<file path="src/rtl/cwq_pkg.sv">
`default_nettype none
package cwq_pkg;

  localparam int unsigned MAX_CHUNKS = 256;
  localparam int unsigned IDX_W      = 8;
  localparam int unsigned CNT_W      = 9;
  localparam int unsigned TOT_W      = 12;
  localparam int unsigned OUT_W      = 40;

  localparam logic [TOT_W-1:0] ADDED_MAX    = 12'd4095;
  localparam logic [CNT_W-1:0] FINISHED_MAX = 9'd511;
  localparam logic [CNT_W-1:0] QUEUE_FULL   = 9'd256;

  localparam logic [1:0] KIND_BACK  = 2'd0;
  localparam logic [1:0] KIND_FRONT = 2'd1;
  localparam logic [1:0] KIND_TAKE  = 2'd2;
  localparam logic [1:0] KIND_MARK  = 2'd3;

  typedef enum logic [3:0] {
    S_IDLE, S_DISP, S_MARK, S_CHK, S_SCAN_RD, S_SCAN_CMP, S_SH, S_SH_WR,
    S_PUT, S_APPEND, S_POP_RD, S_POP, S_OUT
  } state_e;

  typedef enum logic [3:0] {
    CMD_NONE, CMD_LOAD, CMD_MARK, CMD_SCAN_RD, CMD_SCAN_CMP, CMD_SH_RD,
    CMD_SH_WR, CMD_PUT, CMD_APPEND, CMD_POP_RD, CMD_POP, CMD_RESULT
  } cmd_e;

  typedef struct packed {
    logic [1:0] kind;
    logic       idx_ok;
    logic       found;
    logic       scan_end;
    logic       p_lt_bl;
    logic       p_eq_bl;
    logic       q_empty;
    logic       q_full;
    logic       pop_ok;
    logic       out_free;
  } status_t;

endpackage
`default_nettype wire

</file>
<file path="src/rtl/cwq_ctrl.sv">
`default_nettype none
module cwq_ctrl import cwq_pkg::*; (
  input  wire          clk_i,
  input  wire          rst_ni,
  input  wire          in_valid_i,
  output logic         in_ready_o,
  input  wire status_t st_i,
  output cmd_e         cmd_o
);

  state_e state_q, state_d;

  always_ff @(posedge clk_i or negedge rst_ni) begin
    if (!rst_ni) begin
      state_q <= S_IDLE;
    end else begin
      state_q <= state_d;
    end
  end

  always_comb begin
    state_d = state_q;
    unique case (state_q)
      S_IDLE: begin
        if (in_valid_i) state_d = S_DISP;
      end
      S_DISP: begin
        unique case (st_i.kind)
          KIND_TAKE: state_d = S_POP_RD;
          KIND_MARK: state_d = S_MARK;
          default:   state_d = S_CHK;
        endcase
      end
      S_MARK: state_d = S_OUT;
      S_CHK: begin
        state_d = st_i.idx_ok ? S_SCAN_RD : S_OUT;
      end
      S_SCAN_RD: begin
        if (st_i.found) begin
          // a back request never moves; a front one skips its own batch
          if (st_i.kind == KIND_BACK || st_i.p_lt_bl) state_d = S_OUT;
          else state_d = S_SH;
        end else if (st_i.scan_end) begin
          if (st_i.q_full) state_d = S_OUT;
          else if (st_i.kind == KIND_BACK) state_d = S_APPEND;
          else state_d = S_SH;
        end else begin
          state_d = S_SCAN_CMP;
        end
      end
      S_SCAN_CMP: state_d = S_SCAN_RD;
      S_SH: begin
        state_d = st_i.p_eq_bl ? S_PUT : S_SH_WR;
      end
      S_SH_WR:  state_d = S_SH;
      S_PUT:    state_d = S_OUT;
      S_APPEND: state_d = S_OUT;
      S_POP_RD: begin
        state_d = st_i.q_empty ? S_OUT : S_POP;
      end
      S_POP: begin
        state_d = st_i.pop_ok ? S_OUT : S_POP_RD;
      end
      S_OUT: begin
        if (st_i.out_free) state_d = S_IDLE;
      end
      default: state_d = S_IDLE;
    endcase
  end

  always_comb begin
    cmd_o      = CMD_NONE;
    in_ready_o = 1'b0;
    unique case (state_q)
      S_IDLE: begin
        in_ready_o = 1'b1;
        if (in_valid_i) cmd_o = CMD_LOAD;
      end
      S_MARK: cmd_o = CMD_MARK;
      S_SCAN_RD: begin
        if (!st_i.found && !st_i.scan_end) cmd_o = CMD_SCAN_RD;
      end
      S_SCAN_CMP: cmd_o = CMD_SCAN_CMP;
      S_SH: begin
        if (!st_i.p_eq_bl) cmd_o = CMD_SH_RD;
      end
      S_SH_WR:  cmd_o = CMD_SH_WR;
      S_PUT:    cmd_o = CMD_PUT;
      S_APPEND: cmd_o = CMD_APPEND;
      S_POP_RD: begin
        if (!st_i.q_empty) cmd_o = CMD_POP_RD;
      end
      S_POP: cmd_o = CMD_POP;
      S_OUT: begin
        if (st_i.out_free) cmd_o = CMD_RESULT;
      end
      default: cmd_o = CMD_NONE;
    endcase
  end

endmodule
`default_nettype wire

</file>
<file path="src/rtl/cwq_dp.sv">
`default_nettype none
module cwq_dp import cwq_pkg::*; (
  input  wire              clk_i,
  input  wire              rst_ni,
  input  wire              cfg_we_i,
  input  wire  [CNT_W-1:0] cfg_wdata_i,
  input  wire  [15:0]      in_data_i,
  input  wire  [1:0]       in_user_i,
  input  wire  cmd_e       cmd_i,
  output status_t          st_o,
  output logic             out_valid_o,
  input  wire              out_ready_i,
  output logic [OUT_W-1:0] out_data_o
);

  logic [IDX_W-1:0] mem [MAX_CHUNKS];
  logic [IDX_W-1:0] rdata_q;

  logic [CNT_W-1:0]      chunk_count_q;
  logic [MAX_CHUNKS-1:0] done_q;
  logic [IDX_W-1:0]      head_q, idx_q, taken_q;
  logic [CNT_W-1:0]      ql_q, bl_q, p_q, fin_q;
  logic [TOT_W-1:0]      added_q;
  logic [1:0]            kind_q;
  logic                  bif_q, found_q, tvalid_q, placed_q;

  logic             mem_we;
  logic [IDX_W-1:0] mem_waddr, mem_wdata, mem_raddr, done_addr;
  logic             done_bit, idx_ok;
  logic [CNT_W-1:0] ql_dec;
  logic             in_front;

  assign done_addr = (cmd_i == CMD_POP) ? rdata_q : idx_q;
  assign done_bit  = done_q[done_addr];
  assign idx_ok    = ({1'b0, idx_q} < chunk_count_q) && !done_bit;
  assign ql_dec    = ql_q - 9'd1;
  assign in_front  = (in_user_i == KIND_FRONT);

  always_comb begin
    mem_we    = 1'b0;
    mem_wdata = idx_q;
    mem_waddr = head_q + p_q[IDX_W-1:0];
    unique case (cmd_i)
      CMD_SH_WR: begin
        mem_we    = 1'b1;
        mem_wdata = rdata_q;
      end
      CMD_PUT: begin
        mem_we    = 1'b1;
        mem_waddr = head_q + bl_q[IDX_W-1:0];
      end
      CMD_APPEND: begin
        mem_we    = 1'b1;
        mem_waddr = head_q + ql_q[IDX_W-1:0];
      end
      default: mem_we = 1'b0;
    endcase
  end

  always_comb begin
    unique case (cmd_i)
      CMD_SH_RD:  mem_raddr = head_q + p_q[IDX_W-1:0] - 8'd1;
      CMD_POP_RD: mem_raddr = head_q;
      default:    mem_raddr = head_q + p_q[IDX_W-1:0];
    endcase
  end

  always_ff @(posedge clk_i) begin
    if (mem_we) mem[mem_waddr] <= mem_wdata;
    if (cmd_i == CMD_SCAN_RD || cmd_i == CMD_SH_RD || cmd_i == CMD_POP_RD) begin
      rdata_q <= mem[mem_raddr];
    end
  end

  always_ff @(posedge clk_i or negedge rst_ni) begin
    if (!rst_ni) begin
      chunk_count_q <= 9'd1;
      done_q        <= '0;
      head_q        <= '0;
      idx_q         <= '0;
      taken_q       <= '0;
      ql_q          <= '0;
      bl_q          <= '0;
      p_q           <= '0;
      fin_q         <= '0;
      added_q       <= '0;
      kind_q        <= KIND_BACK;
      bif_q         <= 1'b0;
      found_q       <= 1'b0;
      tvalid_q      <= 1'b0;
      placed_q      <= 1'b0;
      out_valid_o   <= 1'b0;
      out_data_o    <= '0;
    end else begin
      if (cfg_we_i) chunk_count_q <= cfg_wdata_i;
      if (cmd_i == CMD_RESULT) out_valid_o <= 1'b1;
      else if (out_valid_o && out_ready_i) out_valid_o <= 1'b0;
      unique case (cmd_i)
        CMD_LOAD: begin
          idx_q    <= in_data_i[7:0];
          kind_q   <= in_user_i;
          p_q      <= '0;
          found_q  <= 1'b0;
          taken_q  <= '0;
          tvalid_q <= 1'b0;
          placed_q <= 1'b0;
          // a new batch opens on request or when the side changes
          if ((in_user_i == KIND_BACK || in_front) &&
              (in_data_i[8] || in_front != bif_q)) begin
            bl_q  <= '0;
            bif_q <= in_front;
          end
        end
        CMD_MARK: begin
          if (idx_ok) begin
            done_q[idx_q] <= 1'b1;
            if (fin_q != FINISHED_MAX) fin_q <= fin_q + 9'd1;
          end
        end
        CMD_SCAN_CMP: begin
          if (rdata_q == idx_q) found_q <= 1'b1;
          else p_q <= p_q + 9'd1;
        end
        CMD_SH_WR: p_q <= p_q - 9'd1;
        CMD_PUT: begin
          bl_q     <= bl_q + 9'd1;
          placed_q <= 1'b1;
          if (!found_q) begin
            ql_q <= ql_q + 9'd1;
            if (added_q != ADDED_MAX) added_q <= added_q + 12'd1;
          end
        end
        CMD_APPEND: begin
          bl_q     <= bl_q + 9'd1;
          placed_q <= 1'b1;
          ql_q     <= ql_q + 9'd1;
          if (added_q != ADDED_MAX) added_q <= added_q + 12'd1;
        end
        CMD_POP: begin
          head_q <= head_q + 8'd1;
          ql_q   <= ql_dec;
          if (bif_q) begin
            if (bl_q != '0) bl_q <= bl_q - 9'd1;
          end else if (bl_q > ql_dec) begin
            bl_q <= ql_dec;
          end
          if (!done_bit) begin
            taken_q  <= rdata_q;
            tvalid_q <= 1'b1;
          end
        end
        CMD_RESULT: begin
          out_data_o <= {fin_q, added_q, ql_q, placed_q, tvalid_q, taken_q};
        end
        default: ;
      endcase
    end
  end

  always_comb begin
    st_o.kind     = kind_q;
    st_o.idx_ok   = idx_ok;
    st_o.found    = found_q;
    st_o.scan_end = (p_q == ql_q);
    st_o.p_lt_bl  = (p_q < bl_q);
    st_o.p_eq_bl  = (p_q == bl_q);
    st_o.q_empty  = (ql_q == '0);
    st_o.q_full   = (ql_q == QUEUE_FULL);
    st_o.pop_ok   = !done_bit;
    st_o.out_free = !out_valid_o || out_ready_i;
  end

endmodule
`default_nettype wire

</file>
<file path="src/rtl/chunk_work_queue_with_promotion.sv">
// channel   dir  handshake              payload
// s_axis    in   tvalid/tready          tdata: chunk_index, batch_start; tuser: kind
// m_axis    out  tvalid/tready          tdata: taken_index .. done_total
// cfg       in   cfg_we_i               cfg_wdata_i: chunk_count
// one request at a time; a mark done steps through dispatch, mark and result, and a take pops
// entries from the head until it hands out a chunk that is not done or the queue runs empty
// an enqueue scans the queue one entry at a time (single memory read port), and a front
// enqueue shifts each entry that it moves with a read and then a write
// reset clears counters, done bitmap and queue length at once, no clearing pass
// a new request is taken while the previous result waits in the output register
`default_nettype none
module chunk_work_queue_with_promotion import cwq_pkg::*; (
  input  wire               clk_i,
  input  wire               rst_ni,
  input  wire               cfg_we_i,
  input  wire  [CNT_W-1:0]  cfg_wdata_i,
  input  wire               s_axis_tvalid,
  output logic              s_axis_tready,
  input  wire  [15:0]       s_axis_tdata,  // chunk_index, batch_start
  input  wire  [1:0]        s_axis_tuser,  // kind
  output logic              m_axis_tvalid,
  input  wire               m_axis_tready,
  // taken_index, taken_valid, placed, pending_count, queued_total, done_total
  output logic [OUT_W-1:0]  m_axis_tdata
);

  status_t st;
  cmd_e    cmd;

  cwq_ctrl u_ctrl (
    .clk_i      (clk_i),
    .rst_ni     (rst_ni),
    .in_valid_i (s_axis_tvalid),
    .in_ready_o (s_axis_tready),
    .st_i       (st),
    .cmd_o      (cmd)
  );

  cwq_dp u_dp (
    .clk_i       (clk_i),
    .rst_ni      (rst_ni),
    .cfg_we_i    (cfg_we_i),
    .cfg_wdata_i (cfg_wdata_i),
    .in_data_i   (s_axis_tdata),
    .in_user_i   (s_axis_tuser),
    .cmd_i       (cmd),
    .st_o        (st),
    .out_valid_o (m_axis_tvalid),
    .out_ready_i (m_axis_tready),
    .out_data_o  (m_axis_tdata)
  );

endmodule
`default_nettype wire

</file>
<file path="config.mk">
export PLATFORM = sky130hd
export DESIGN_NAME = chunk_work_queue_with_promotion
export DESIGN_NICKNAME = d
export VERILOG_FILES = /design/src/rtl/cwq_pkg.sv /design/src/rtl/cwq_ctrl.sv /design/src/rtl/cwq_dp.sv /design/src/rtl/chunk_work_queue_with_promotion.sv
export SDC_FILE = /design/constraint.sdc
export NUM_CORES = 2
export LEC_CHECK = 0
export BUFFER_PORTS_ARGS = -buffer_cell sky130_fd_sc_hd__buf_4
export CELL_PAD_IN_SITES_DETAIL_PLACEMENT = 0
export CELL_PAD_IN_SITES_GLOBAL_PLACEMENT = 1
export CORE_MARGIN = 5
export CORE_UTILIZATION = 60
export CTS_BUF_LIST = sky130_fd_sc_hd__clkbuf_2
export DETAILED_ROUTE_END_ITERATION = 8
export HOLD_SLACK_MARGIN = 0.08
export PLACE_DENSITY_LB_ADDON = 0.1
export SETUP_SLACK_MARGIN = 0.05
export SKIP_CTS_REPAIR_TIMING = 1
export SYNTH_ARGS = -nofsm -noshare
export SYNTH_HDL_FRONTEND = slang
export SYNTH_HIERARCHICAL = 1
export SYNTH_SLANG_ARGS = --single-unit
</file>
<file path="constraint.sdc">
create_clock -name clk_i -period 30.4 [get_ports clk_i]
set_clock_uncertainty 0.1 [all_clocks]
set_input_delay 4.56 -clock clk_i [delete_from_list [all_inputs] [get_ports clk_i]]
set_output_delay 4.56 -clock clk_i [all_outputs]
set_load 0.01 [all_outputs]
</file>
# Word-level counts from Yosys, hierarchy flattened
# Memories as Yosys holds them, arrays and structs flattened. A register that Yosys moved wholly into a read port is not among the register bits.
# Index checks and enable logic that the tools add are counted.
[totals] reg_bits=388 ram_bits=2048 in_bits=32 out_inout_bits=42 elab_cells=174 mem_count=1
[mem_list] name="u_dp.mem" words=256 word_bits=8 read_ports=1 rd_ports_with_merged_regs=1 write_ports=1 line_no="cwq_dp.sv:16" text="logic [IDX_W-1:0] mem [MAX_CHUNKS];"
[classes] n_addsub=13 order_cmp=6 eq_ne=42 muxes=52 bitwise=1 n_reduce_logical=41
[ops] op="bitwise OR 256 bit" count=1
[ops] op="one-hot mux 4 bit (11 select lines)" count=2
[ops] op="one-hot mux 9 bit (3 select lines)" count=3
[ops] op="two-way mux 9 bit" count=6
[ops] op="one-hot mux 8 bit (2 select lines)" count=3
[ops] op="two-way mux 4 bit" count=11
[ops] op="adder 9 x 1 -> 9 bit, second input constant" count=4
[ops] op="== test 4 bit, second input constant" count=9
[ops] op="== test 4 x 3 -> 1 bit, second input constant" count=8
[ops] op="subtractor 9 x 1 -> 9 bit, second input constant" count=3
[ops] op="adder 8 bit" count=3
[ops] op="two-way mux 12 bit" count=2
[ops] op="two-way mux 8 bit" count=3
[ops] op="one-hot mux 12 bit (2 select lines)" count=1
[ops] op="== test 9 bit" count=2
[ops] op="< comparator 8 x 9 -> 1 bit, second input constant" count=2
[ops] op="== test 4 x 2 -> 1 bit, second input constant" count=4
[ops] op="AND reduction 2 bit" count=8
[ops] op="adder 12 x 1 -> 12 bit, second input constant" count=1
[ops] op="inequality test 12 bit, second input constant" count=1
[ops] op="two-way mux 1 bit" count=11
[ops] op="inequality test 2 bit, second input constant" count=5
[ops] op="nonzero test 2 bit" count=5
[ops] op="== test 9 bit, second input constant" count=1
[ops] op="33 further kinds" count=56

# Longest topological paths before layout
[logic_depth] word_depth=13 ltp_mapped=29 depth_no_buf=25

# Modules after synthesis
# The synthesis kept the hierarchy.
[modules_own_cells] mod="cwq_dp" n_inst=1 cells_each=6140 area_per_inst_um2=99629.3 seq_area_each_um2=71349.7
[modules_own_cells] mod="cwq_ctrl" n_inst=1 cells_each=67 area_per_inst_um2=504.2 seq_area_each_um2=100.1

# Worst setup path before layout
# No wires, ideal clock.
[synth_timing] kind="input-to-reg" startpoint="input port m_axis_tready" endpoint="memory u_dp.mem[0][1] (data pin)" setup_ps=2197 arrival_time_ps=15915 required_time_ps=28103 slack_ps=12187 path_stages=8 path_buffers=2 path_cell_list="nand2b_1 and3_1 a221o_2 buf_4 nand2b_1 nor2_1 clkbuf_1 o21ai_0"
[synth_between] elab_chain_cells=5
[synth_lines] item="start: declaration" line_no="chunk_work_queue_with_promotion.sv:22" text="input wire m_axis_tready,"
[synth_lines] item="logical OR 1 bit" line_no="cwq_dp.sv:170" text="st_o.out_free = !out_valid_o || out_ready_i;"
[synth_lines] item="two-way mux 4 bit" line_no="cwq_ctrl.sv:95" text="if (st_i.out_free) cmd_o = CMD_RESULT;"
[synth_lines] item="one-hot mux 4 bit (11 select lines)" line_no="cwq_ctrl.sv:74" text="unique case (state_q)"
[synth_lines] item="net cmd[1]" line_no="chunk_work_queue_with_promotion.sv:28" text="cmd_e cmd;"
[synth_lines] item="== test 4 x 3 -> 1 bit" line_no="cwq_dp.sv:43" text="unique case (cmd_i)"
[synth_lines] item="two-way mux 8 bit" line_no="cwq_dp.sv:43"
[synth_lines] item="net u_dp.mem_wdata[1]" line_no="cwq_dp.sv:28" text="logic [IDX_W-1:0] mem_waddr, mem_wdata, mem_raddr, done_addr;"
[synth_lines] item="end: declaration" line_no="cwq_dp.sv:16"
# The timed path passes the listed nets, and every way through them passes these cells.

==> run_results.csv <==
group,metric,value,unit
status,status,"completed",
cells_and_area,most-common-layout-cells,"edfxtp_1 (2,056), clkbuf_2 (924), nand2_1 (779)",
power_and_ir_drop,combPwrFrac,0.477,
power_and_ir_drop,p_sw,5.24,mW
power_and_ir_drop,swShare,0.417,
timing,worst_hold_slack,0.357,ns
detailed_routing,wirelength,246000,µm
logic_synthesis,ys.flop_type,"edfxtp_1",
detailed_routing,drt-met1-wl,99200,µm
power_and_ir_drop,p_int,7.31,mW
logic_synthesis,ys_seq_area_frac,0.714,
setup_path,crit_type,"input pin to flop",
floorplanning,die_h,419,µm
power_and_ir_drop,cellPowerDensity,116,nW/µm²
flow_run,cap_violations,0,
floorplanning,fp.dieW,419,µm
floorplanning,dieArea,175000,µm²
timing,fmax,0.0982,GHz
floorplanning,io_pins,74,
logic_synthesis,synth_nets,6298,
logic_synthesis,synthArstFlopShare,0.159,
timing,tns,0,ns
place,gp_congestion,0.852,
setup_path,crit_path_start_kind,"input pin",
power_and_ir_drop,finalPower,12.5,mW
setup_path,critPathMaxFanout,135,
detailed_routing,ant_nets,0,
setup_path,path_cells,"buf_4 -> nand2b_1 -> and3_1 -> a221o_2 -> and2b_1 -> a21oi_1 -> a221oi_4 -> buf_12 -> buf_4 -> buf_12 -> mux4_2 -> a22oi_1 -> a21oi_1 -> a211oi_1 -> a21oi_1 -> a221o_1",
setup_path,end_kind,"flop",
timing,fin_crit,10.18,ns
cells_and_area,final_common_cell,"edfxtp_1",
clock_tree,cts_root_buffer,"clkbuf_2",
place,dp.cells,8181,
setup_path,cpPeakStageDelay,0.83,ns
global_routing,grt_pass1_wl,367000,µm
place,dpl.hpwl,139000,µm
floorplanning,floorplan.initialDensity,0.602,
setup_path,cp_slowest_cell,"buf_4",
logic_synthesis,yosysUniqueCellTypes,83,
detailed_routing,wl_met2,117000,µm
power_and_ir_drop,p_leak,40.4,nW
logic_synthesis,post_synth.cell_area_avg,16.1,µm²
cells_and_area,final_nets,6692,
timing,fin_crit_sh,0.335,
floorplanning,core_area,166000,µm²
clock_tree,htreeDepth,6,
timing,setup_violations,0,
timing,tightest_slew,1.28,ns
power_and_ir_drop,p_clk_frac,0.168,
logic_synthesis,syn-cell-area,100000,µm²
logic_synthesis,synth-edff-count,2056,
detailed_routing,drtIter0Drc,6275,
logic_synthesis,ys_ff_latch,2444,
hold_path,hold_path.class,"flop to flop",
setup_path,arrival,11.52,ns
detailed_routing,post_drt_wl_per_cell,26.6,µm
detailed_routing,highest_layer,"met4",
clock_tree,cts_made_buffers,622,
global_routing,grt_pass1_vias,57700,
cells_and_area,areaGrowthSynthToFinish,7.72,%
timing,rsz0062_at_grt,"no",
clock_tree,clk_pin_slew,0.08,ns
global_routing,grt-ovfl-total,0,
clock_tree,clkSinkCount,2444,
global_routing,grt_max_degree,177,
clock_tree,clk_latency,1.85,ns
timing,slew_violations,0,
detailed_routing,drc,0,
timing,hold_viol_final,0,
clock_tree,cts_tree,"done",
setup_path,required,31.74,ns
global_routing,antenna_found_initial,8,
power_and_ir_drop,p_seq_frac,0.355,
detailed_routing,dr.pass1.iters,6,
global_routing,track_usage,0.283,
detailed_routing,dr_wl_met3,21700,µm
detailed_routing,vias_per_cell,6.23,
logic_synthesis,syn_inst,6207,
power_and_ir_drop,irDropWorstVdd,187,µV
logic_synthesis,yosysWarnings,6,
cells_and_area,nFillCells,12200,
setup_path,cp_common_cell,"a21oi_1",
cells_and_area,instances_no_fill,9256,
clock_tree,clockBufferDepth,4,
cells_and_area,fin_util,0.648,
floorplanning,num_rows,150,
timing,slew_headroom,0.141,
cells_and_area,drive_gt1_frac,0.230,
place,portBuffers,66,
detailed_routing,vias,57700,
per-stage QoR:
stage	area, µm²	worst slack, ns
2_1_floorplan	100000	12.19
3_3_place_gp	103000	18.56
3_5_place_dp	103000	18.45
4_1_cts	108000	20.44
5_1_grt	108000	20.05
6_report	108000	20.22
Yosys cell counts (7+ instances only):
master / n / area share
a22oi_1: 97 / 0.0073
inv_1: 50 / 0.0019
a211oi_1: 29 / 0.0022
buf_6: 29 / 0.0033
a21o_1: 266 / 0.020
a311oi_1: 10 / 0.00087
a31o_2: 10 / 0.00087
nand3_1: 213 / 0.011
o21ai_0: 71 / 0.0035
a32oi_1: 71 / 0.0062
dfrtp_1: 387 / 0.097
o21bai_1: 9 / 0.00067
o211ai_1: 16 / 0.0012
nand2_1: 796 / 0.030
a41o_1: 11 / 0.0011
nor2b_1: 23 / 0.0014
nand4_1: 40 / 0.0025
nor3_1: 13 / 0.00065
a32o_1: 10 / 0.0010
mux4_2: 381 / 0.086
buf_2: 118 / 0.0059
ha_1: 56 / 0.0070
mux2i_1: 267 / 0.027
nor2_1: 413 / 0.015
a221o_1: 9 / 0.00090
xor2_1: 15 / 0.0013
o31ai_1: 8 / 0.00060
mux2_2: 59 / 0.0066
and3_1: 39 / 0.0024
a31oi_1: 90 / 0.0056
edfxtp_1: 2056 / 0.62
buf_4: 37 / 0.0028
buf_1: 18 / 0.00067
xnor2_1: 67 / 0.0059
or2_2: 7 / 0.00044
a21oi_1: 107 / 0.0053
nand2b_1: 15 / 0.00094
clkbuf_1: 182 / 0.0068
o32ai_1: 11 / 0.00096
o311a_1: 10 / 0.0010
a221oi_1: 12 / 0.0010
layer usage:
metal	up-vias	global-route usage
met5	-	0
met4	0	0.111
met3	465	0.0601
met2	2694	0.437
met1	29300	0.403
li1	25200	-
cells by family (layout without fill, tap and decap cells):
group,Yosys count,after routing,share of synthesized area
AO/OA/AOI/OAI,884,884,0.0636
XOR/XNOR,82,82,0.00717
adder cells (fa/ha/maj),60,60,0.00770
buffers and inverters,434,1265,0.0213
flip-flops,2444,2444,0.714
multiplexers,713,713,0.120
other,0,14,0
AND/OR/NAND/NOR,1590,1590,0.0666
area by class of cell:
type | instances | area (µm²) | area share
diodes | 14 | 35.0 | 0.000325
repair buffers | 154 | 1260 | 0.0117
well taps | 2204 | 2760 | 0.0256
multi-input cells | 3329 | 26900 | 0.249
flip-flops and latches | 2444 | 71400 | 0.662
inverters | 50 | 188 | 0.00174
clock inverters | 137 | 662 | 0.00614
clock buffers | 924 | 4620 | 0.0429
power groups by stage:
stage,logic (mW),registers (mW),clock network (mW)
final,5.99,4.46,2.11
after global routing,6.37,4.48,2.37
after CTS,6.00,4.45,2.18
after detailed placement,5.99,4.53,0
after global placement,5.91,4.52,0
after floorplan,4.08,4.56,0
registers in the layout, indices dropped and copies added (netlist names), 4 cells and up:
| signal | flops |
|---|---|
| u_dp/fin_q | 9 |
| u_dp/out_data_o | 40 |
| u_dp/idx_q | 8 |
| u_dp/rdata_q | 8 |
| u_ctrl/state_q | 4 |
| u_dp/mem | 2048 |
| u_dp/bl_q | 9 |
| u_dp/done_q | 256 |
| u_dp/p_q | 9 |
| u_dp/taken_q | 8 |
| u_dp/ql_q | 9 |
| u_dp/added_q | 12 |
| u_dp/chunk_count_q | 9 |
| u_dp/head_q | 8 |
path summary, 6_finish.rpt:
check                      cells after the start              from                to  slack (ns)
max                                           16     m_axis_tready   u_dp/rdata_q[0]       20.22
min                                            1  u_dp/done_q[238]  u_dp/done_q[238]        0.36
max reg2reg                                   20      u_dp/ql_q[4]   u_dp/rdata_q[0]       21.69
min reg2reg                                    1  u_dp/done_q[238]  u_dp/done_q[238]        0.36
max in group asynchronous                      2            rst_ni   u_dp/done_q[92]       25.92
min in group asynchronous                      1            rst_ni   u_dp/added_q[9]        2.73
critical path: cells and delay by family:
| family | cells | cell delay (ns) |
|---|---|---|
| mux | 1 | 0.41 |
| compound gates | 8 | 2.97 |
| buf+inv | 4 | 2.17 |
| simple gates | 3 | 1.01 |
Power figures use the tool's default switching activity.
